--- src/rtl/core/fwr_pkg.sv ---
`timescale 1ns / 1ps
`default_nettype none

package fwr_pkg;

  // Store geometry.
  localparam int DEPTH  = 32;
  localparam int IDX_W  = (DEPTH > 1) ? $clog2(DEPTH) : 1;
  localparam int CNT_W  = $clog2(DEPTH + 1);

  // Fixed field widths of the item ports.
  localparam int DATA_W = 32;
  localparam int OP_W   = 2;
  localparam int POS_W  = 5;
  localparam int REM_W  = 6;
  localparam int STAT_W = 2;

  typedef logic [IDX_W-1:0]         idx_t;
  typedef logic [CNT_W-1:0]         cnt_t;
  typedef logic signed [DATA_W-1:0] data_t;

  typedef enum logic [OP_W-1:0] {
    OP_APPEND = 2'd0,
    OP_REMOVE = 2'd1,
    OP_LIST   = 2'd2,
    OP_CLEAR  = 2'd3
  } op_t;

  typedef enum logic [STAT_W-1:0] {
    STAT_OK    = 2'd0,
    STAT_EMPTY = 2'd1,
    STAT_FULL  = 2'd2
  } status_t;

  // One write port and one read port of the entry store.
  typedef struct packed {
    logic  wr_en;
    idx_t  wr_addr;
    data_t wr_data;
    logic  rd_en;
    idx_t  rd_addr;
  } mem_req_t;

endpackage

`default_nettype wire

--- src/rtl/core/fwr_mem.sv ---
`timescale 1ns / 1ps
`default_nettype none

module fwr_mem (
  input  wire logic             clk,
  input  wire fwr_pkg::mem_req_t req,
  output      fwr_pkg::data_t   rd_data
);
  import fwr_pkg::*;

  data_t mem_r [DEPTH];
  data_t rd_data_r;

  // Read data is registered and holds while no read is issued.
  always_ff @(posedge clk) begin
    if (req.wr_en) begin
      mem_r[req.wr_addr] <= req.wr_data;
    end
    if (req.rd_en) begin
      rd_data_r <= mem_r[req.rd_addr];
    end
  end

  assign rd_data = rd_data_r;

endmodule

`default_nettype wire

--- src/rtl/core/fifo_with_remove_by_value_top.sv ---
`timescale 1ns / 1ps
`default_nettype none

// Channel   Handshake             Payload
// in_       in_valid / in_ready   in_op, in_value
// out_      out_valid / out_ready out_item_value, out_position, out_removed_count,
//                                 out_status, out_last
//
// Append, clear and every request on an empty store give their single result item
// through ST_RESP, which loads the output register. Remove-matching makes one pass
// of the store read through one comparator over the N stored entries.
// List gives one item per cycle after the first entry is read, while out_ready is high.
// Reset empties the store at once; no clearing pass is needed since only entries
// below the fill count are ever read. The block takes a new item only when idle;
// a stalled output holds its item in the output register and pauses a listing.

module fifo_with_remove_by_value_top (
  input  wire logic                                clk,
  input  wire logic                                rst_n,
  input  wire logic                                in_valid,
  output      logic                                in_ready,
  input  wire logic [fwr_pkg::OP_W-1:0]            in_op,
  input  wire logic signed [fwr_pkg::DATA_W-1:0]   in_value,
  output      logic                                out_valid,
  input  wire logic                                out_ready,
  output      logic signed [fwr_pkg::DATA_W-1:0]   out_item_value,
  output      logic [fwr_pkg::POS_W-1:0]           out_position,
  output      logic [fwr_pkg::REM_W-1:0]           out_removed_count,
  output      logic [fwr_pkg::STAT_W-1:0]          out_status,
  output      logic                                out_last
);
  import fwr_pkg::*;

  // One-hot sequencer states.
  typedef enum logic [4:0] {
    ST_IDLE = 5'b00001,
    ST_RM   = 5'b00010,
    ST_LRD  = 5'b00100,
    ST_LOUT = 5'b01000,
    ST_RESP = 5'b10000
  } state_t;

  state_t   state_r, state_nxt;
  cnt_t     count_r, count_nxt;
  cnt_t     rd_idx_r, rd_idx_nxt;     // next entry to read during removal
  cnt_t     wr_idx_r, wr_idx_nxt;     // next slot to write during removal
  logic     pend_r, pend_nxt;         // read data of entry rd_idx_r - 1 is ready
  idx_t     idx_r, idx_nxt;           // entry being listed
  data_t    value_r, value_nxt;       // value to remove
  status_t  resp_status_r, resp_status_nxt;
  logic [REM_W-1:0] resp_removed_r, resp_removed_nxt;

  mem_req_t mem_req;
  data_t    rd_data;

  logic     slot_free;
  logic     out_load;
  data_t    load_value;
  logic [POS_W-1:0]  load_pos;
  logic [REM_W-1:0]  load_removed;
  status_t  load_status;
  logic     load_last;
  logic     rm_issue;
  logic     list_last;

  fwr_mem u_mem (
    .clk     (clk),
    .req     (mem_req),
    .rd_data (rd_data)
  );

  assign in_ready  = (state_r == ST_IDLE);
  assign slot_free = !out_valid || out_ready;
  assign rm_issue  = (rd_idx_r != count_r);
  assign list_last = ((CNT_W'(idx_r) + CNT_W'(1)) == count_r);

  always_comb begin
    state_nxt        = state_r;
    count_nxt        = count_r;
    rd_idx_nxt       = rd_idx_r;
    wr_idx_nxt       = wr_idx_r;
    pend_nxt         = pend_r;
    idx_nxt          = idx_r;
    value_nxt        = value_r;
    resp_status_nxt  = resp_status_r;
    resp_removed_nxt = resp_removed_r;

    mem_req          = '0;

    out_load         = 1'b0;
    load_value       = '0;
    load_pos         = '0;
    load_removed     = '0;
    load_status      = STAT_OK;
    load_last        = 1'b1;

    unique case (state_r)
      ST_IDLE: begin
        if (in_valid) begin
          resp_status_nxt  = STAT_OK;
          resp_removed_nxt = '0;
          state_nxt        = ST_RESP;
          if (op_t'(in_op) == OP_APPEND) begin
            if (count_r == CNT_W'(DEPTH)) begin
              resp_status_nxt = STAT_FULL;
            end else begin
              mem_req.wr_en   = 1'b1;
              mem_req.wr_addr = count_r[IDX_W-1:0];
              mem_req.wr_data = in_value;
              count_nxt       = count_r + CNT_W'(1);
            end
          end else if (count_r == '0) begin
            resp_status_nxt = STAT_EMPTY;
          end else begin
            unique case (op_t'(in_op))
              OP_REMOVE: begin
                value_nxt  = in_value;
                rd_idx_nxt = '0;
                wr_idx_nxt = '0;
                pend_nxt   = 1'b0;
                state_nxt  = ST_RM;
              end
              OP_LIST: begin
                idx_nxt   = '0;
                state_nxt = ST_LRD;
              end
              default: begin
                count_nxt = '0;
              end
            endcase
          end
        end
      end

      ST_RM: begin
        // Read ahead one entry while the previous one goes through the comparator.
        if (rm_issue) begin
          mem_req.rd_en   = 1'b1;
          mem_req.rd_addr = rd_idx_r[IDX_W-1:0];
          rd_idx_nxt      = rd_idx_r + CNT_W'(1);
        end
        pend_nxt = rm_issue;
        if (pend_r && (rd_data != value_r)) begin
          mem_req.wr_en   = 1'b1;
          mem_req.wr_addr = wr_idx_r[IDX_W-1:0];
          mem_req.wr_data = rd_data;
          wr_idx_nxt      = wr_idx_r + CNT_W'(1);
        end
        if (!rm_issue && !pend_r) begin
          count_nxt        = wr_idx_r;
          resp_removed_nxt = REM_W'(count_r - wr_idx_r);
          resp_status_nxt  = STAT_OK;
          state_nxt        = ST_RESP;
        end
      end

      ST_LRD: begin
        mem_req.rd_en   = 1'b1;
        mem_req.rd_addr = idx_r;
        state_nxt       = ST_LOUT;
      end

      ST_LOUT: begin
        if (slot_free) begin
          out_load   = 1'b1;
          load_value = rd_data;
          load_pos   = POS_W'(idx_r);
          load_last  = list_last;
          if (list_last) begin
            state_nxt = ST_IDLE;
          end else begin
            mem_req.rd_en   = 1'b1;
            mem_req.rd_addr = idx_r + IDX_W'(1);
            idx_nxt         = idx_r + IDX_W'(1);
          end
        end
      end

      ST_RESP: begin
        if (slot_free) begin
          out_load     = 1'b1;
          load_removed = resp_removed_r;
          load_status  = resp_status_r;
          state_nxt    = ST_IDLE;
        end
      end

      default: begin
        state_nxt = ST_IDLE;
      end
    endcase
  end

  always_ff @(posedge clk) begin
    if (!rst_n) begin
      state_r   <= ST_IDLE;
      count_r   <= '0;
      pend_r    <= 1'b0;
      out_valid <= 1'b0;
    end else begin
      state_r   <= state_nxt;
      count_r   <= count_nxt;
      pend_r    <= pend_nxt;
      if (out_load) begin
        out_valid <= 1'b1;
      end else if (out_ready) begin
        out_valid <= 1'b0;
      end
    end
  end

  // Working registers and the output payload need no reset.
  always_ff @(posedge clk) begin
    rd_idx_r       <= rd_idx_nxt;
    wr_idx_r       <= wr_idx_nxt;
    idx_r          <= idx_nxt;
    value_r        <= value_nxt;
    resp_status_r  <= resp_status_nxt;
    resp_removed_r <= resp_removed_nxt;
    if (out_load) begin
      out_item_value    <= load_value;
      out_position      <= load_pos;
      out_removed_count <= load_removed;
      out_status        <= load_status;
      out_last          <= load_last;
    end
  end

  // The fill count never passes the store depth.
  a_count_bound: assert property (@(posedge clk) disable iff (!rst_n)
    count_r <= CNT_W'(DEPTH))
    else $error("fill count above depth");

  // An accepted item always starts work, so the block is busy in the next cycle.
  a_busy_after_accept: assert property (@(posedge clk) disable iff (!rst_n)
    (in_valid && in_ready) |=> (state_r != ST_IDLE))
    else $error("block idle right after accepting an item");

  // Compaction never writes ahead of the read pointer.
  a_rm_order: assert property (@(posedge clk) disable iff (!rst_n)
    (state_r == ST_RM) |-> ((wr_idx_r <= rd_idx_r) && (rd_idx_r <= count_r)))
    else $error("removal pointers out of order");

  // A listing only visits stored entries.
  a_list_range: assert property (@(posedge clk) disable iff (!rst_n)
    ((state_r == ST_LOUT) || (state_r == ST_LRD)) |-> (CNT_W'(idx_r) < count_r))
    else $error("listing beyond the fill count");

endmodule

`default_nettype wire
--- config.mk ---
export PLATFORM = sky130hd
export DESIGN_NAME = fifo_with_remove_by_value_top
export DESIGN_NICKNAME = d
export VERILOG_FILES = /design/src/rtl/core/fwr_pkg.sv /design/src/rtl/core/fwr_mem.sv /design/src/rtl/core/fifo_with_remove_by_value_top.sv
export SDC_FILE = /design/constraint.sdc
export NUM_CORES = 2
export LEC_CHECK = 0
export ABC_AREA = 0
export BUFFER_PORTS_ARGS = -buffer_cell sky130_fd_sc_hd__buf_2
export CAP_MARGIN = 20
export CORE_ASPECT_RATIO = 0.5
export CORE_UTILIZATION = 42
export CTS_CLUSTER_DIAMETER = 120
export CTS_CLUSTER_SIZE = 12
export DETAILED_ROUTE_END_ITERATION = 10
export GPL_TIMING_DRIVEN = 1
export PLACE_DENSITY = 0.56
export SKIP_CTS_REPAIR_TIMING = 1
export SLEW_MARGIN = 20
export SYNTH_ARGS = -nofsm -noshare
export SYNTH_HDL_FRONTEND = slang
export SYNTH_SLANG_ARGS = --single-unit
--- constraint.sdc ---
create_clock -name clk -period 7.02 [get_ports clk]
set_input_delay 0.702 -clock clk [delete_from_list [all_inputs] [get_ports clk]]
set_output_delay 0.702 -clock clk [all_outputs]
set_load 0.005 [all_outputs]
==> summary.md <==
| Metric | Value |
|---|---|
| Status | finished with violations |
| Failing checks | DRC |
| CTS tree | done |
| Async SR Flop Fraction | 0% |
| Max-slew headroom at the worst pin | a little under a quarter |
| Clock Sinks | around 1,200 |
| Leading area contributor after synthesis | edfxtp_1 |
| Clock skew | between 20 and 25 ps |
| Nets@finish | between 3,000 and 4,000 |
| Initial core utilization | a little over two fifths |
| Design area | between 0.05 and 0.06 mm^2 |
| Largest net degree at the start of global routing | 135 |
| GPL Wtd Cong | 0.824 |
| Clock Pin Slew Worst Setup and Hold Paths | 60 ps |
| Dpl cell area | between 0.05 and 0.06 mm^2 |
| Total negative slack | 0 ps |
| Critical path startpoint | idx_r[0] |
| Commonest non-fill, non-tap cell in the layout | edfxtp_1 |
| Final min period | roughly 5600 ps |
| Area fraction of the dominant cell type after synthesis | 73.2% |
| Min-delay worst type | primary input to flip-flop |
| Crit path DAT | 6000 ps |
| Leakage power | 17.6 nW |
| Power Density | 253 mW/mm^2 |
| Syn_nets | ~3,300 |
| Xor-xnor portion of the synthesized cell area | 1.19% |
| Total track usage | between 20% and 30% |
| # Max-Cap Violations | 0 |
| Most frequent cells in the layout | edfxtp_1, nand2_1, a211oi_1 |
| Via count | 29,800 |
| Sequential area share after synthesis | approximately three quarters |
| Worst reg2reg startpoint | idx_r[0] |
| Crit path to | u_mem.rd_data[12] |
| Root Buffer | clkbuf_16 |
| CP endpoint kind | flip-flop |
| DP Worst Slack | 1420 ps |
| Area contributors post-synth | edfxtp_1, a211oi_1, nand2_1 |
| H-tree depth | 3 |
| Syn Inst Count | about 3,200 |
| Layout cell share with drive strength beyond 1 | between 10 and 15% |
| Number of routed nets with antenna violations | 0 |
| RSZ-0062 raised after global routing | false |
| Core area | roughly 0.11 mm^2 |
| Worst-Skew Late Latency | slightly above 700 ps |
| Mean Syn Cell Area | approximately 15 um^2 |
| CTS Buf Count | between 100 and 150 |
| Antenna violations before repair | 4 |
| FP Rows | 86 |
| Synthesized-area fraction occupied by adder cells | less than 1% |
| Pre-antenna DRT Iters | 8 |
| Largest family of logic cells by synthesized area | compound AO/OA/AOI/OAI gates |
| Required time worst endpoint | 7380 ps |
| Drt drc | 20 |
| Compound-cell area share of the yosys netlist | a little under an eighth |
| Warnings from Yosys | 0 |
| Final setup margin | roughly 1400 ps |
| #FFs+latches synth | approximately 1,200 |
| Reg2reg path depth | 11 |
| Post-Route WL | about 140,000 um |
| Vias in the first global route | 28,100 |
| Clk buf depth | 3 |
| RR Endpoint | u_mem.rd_data[12] |
| Max FO, Critical Path | 23 |
| DIE HEIGHT | about 240 um |
| Ys flop type | edfxtp_1 |
| FF-to-FF setup slack | roughly 1400 ps |
| Global-route wire length before repair | between 200,000 and 250,000 um |
| GR Overflow Total | 0 |
| Ports | 86 |
| Worst slew pin tran | between 1000 and 1500 ps |
| Max VDD drop | around 180 uV |
| Mux contribution to synthesized area | under 10% |
| Final Slew Violations | 0 |
| Number of synthesized flops with an enable pin | 1,159 |
| Fmax achieved | about 0.18 GHz |
| PortBufs | 85 |
| Vias per inst | ~6.2 |
| Drt wl/cell | approximately 30 um |
| Post-DP HPWL | 81,500 um |
| Final Hold Fails | 0 |
| Type of origin of the critical path | flip-flop |
| Synth cell types | 74 |
| DRC marker count from the first detailed-route iteration | between 3,000 and 4,000 |
| Setup violators final | 0 |
| Synthesized area | between 0.04 and 0.05 mm^2 |
| Setup Crit Path Kind | flip-flop to flip-flop |
| Die W | around 480 um |
| Period utilisation layout | approximately four fifths |
| Die area | approximately 0.11 mm^2 |
| Synth Area in Simple Gates | 9.78% |
| Area delta synth->final | 11.3% |
-- worst min-delay path by stage --
stage                            startpoint                    to  cells past startpoint  slack (ps)
after floorplan           resp_removed_r[0]  out_removed_count[0]                      1         500
after global placement     resp_status_r[0]         out_status[0]                      1         500
after detailed placement  resp_removed_r[3]  out_removed_count[3]                      1         520
after CTS                       in_value[9]            value_r[9]                      1         150
after global routing           in_value[21]           value_r[21]                      1         160
final                          in_value[23]           value_r[23]                      1         190
-- sequential cells by signal, indices dropped and copies added, names as in the netlist --
name,count
u_mem.mem_r,1024
out_item_value,32
u_mem.rd_data,32
value_r,32
count_r,6
out_removed_count,6
rd_idx_r,6
resp_removed_r,6
wr_idx_r,6
idx_r,5
out_position,5
state_r,5
out_status,2
resp_status_r,2
out_last,1
out_valid,1
pend_r,1
-- Yosys cell counts (all sizes together) (4+ instances only) --
cell type	n
edfxtp	1159
nand2	426
a211oi	312
and3	246
clkbuf	136
a31oi	130
buf	116
nor2	79
a311oi	55
nand3	54
mux2i	51
and2	50
xor2	49
o22ai	48
nor4	36
o21ai	36
a22o	34
nor3	31
a21oi	26
inv	15
ha	14
dfxtp	13
xnor2	13
a32oi	12
a211o	8
a22oi	8
a31o	8
o21bai	8
a2111oi	7
a221oi	7
o211ai	6
nand4	5
nor2b	4
nor3b	4
o221a	4
-- stage by stage --
step / instances / hold WS (ps) / util (%) / power [W]
4_1_cts: 4786 / 151 / 47.6 / 0.0135
3_3_place_gp: 4652 / 502 / 44.8 / 0.00828
3_5_place_dp: 4664 / 519 / 45.0 / 0.00829
6_report: 4787 / 189 / 47.6 / 0.0134
2_1_floorplan: 3242 / 497 / - / 0.00810
5_1_grt: 4786 / 160 / 47.6 / 0.0137
-- kinds of logic (layout without fill, tap and decap cells) --
kind of cell    after synthesis  in the layout
compound gates              725            725
xor+xnor                     63             63
fa+ha+maj                    15             15
buf+inv                     267            315
flops                      1172           1172
mux                          51             51
other cells                   0              1
simple gates                949            949
-- per-layer routing --
layer	GRT usage (%)	part of all wire, %
met3	4.50	9.2
met1	37.4	44
met2	37.6	44
met5	0	0.0090
met4	5.55	2.0
-- worst max-delay path, stage by stage, from the launching register on --
cell and delay, ps:
edfxtp_1 560, ha_1 330, xor3_1 380, nor3_2 230, nand4_2 260, o21ai_2 470, o21a_1 730, nor2_1 410
nand2_1 170, buf_4 480, o22ai_1 270, nor4_1 960
-- where the power goes --
part	switching (W)	internal (W)	total, W
Combinational	0.000281	0.000110	0.000391
Clock	0.00247	0.00277	0.00524
Sequential	0.0000402	0.00771	0.00775
Total	0.00279	0.0106	0.0134
-- layout make-up --
type	count	area (um^2)
multi-input cells	1803	11700
flip-flops and latches	1172	35100
clock buffers	115	2730
fillers	9504	58300
repair buffers	178	1300
diodes	1	2.50
well taps	1496	1870
inverters	15	56.3
clock inverters	7	134
No activity file was read; power rests on OpenSTA's default activity.
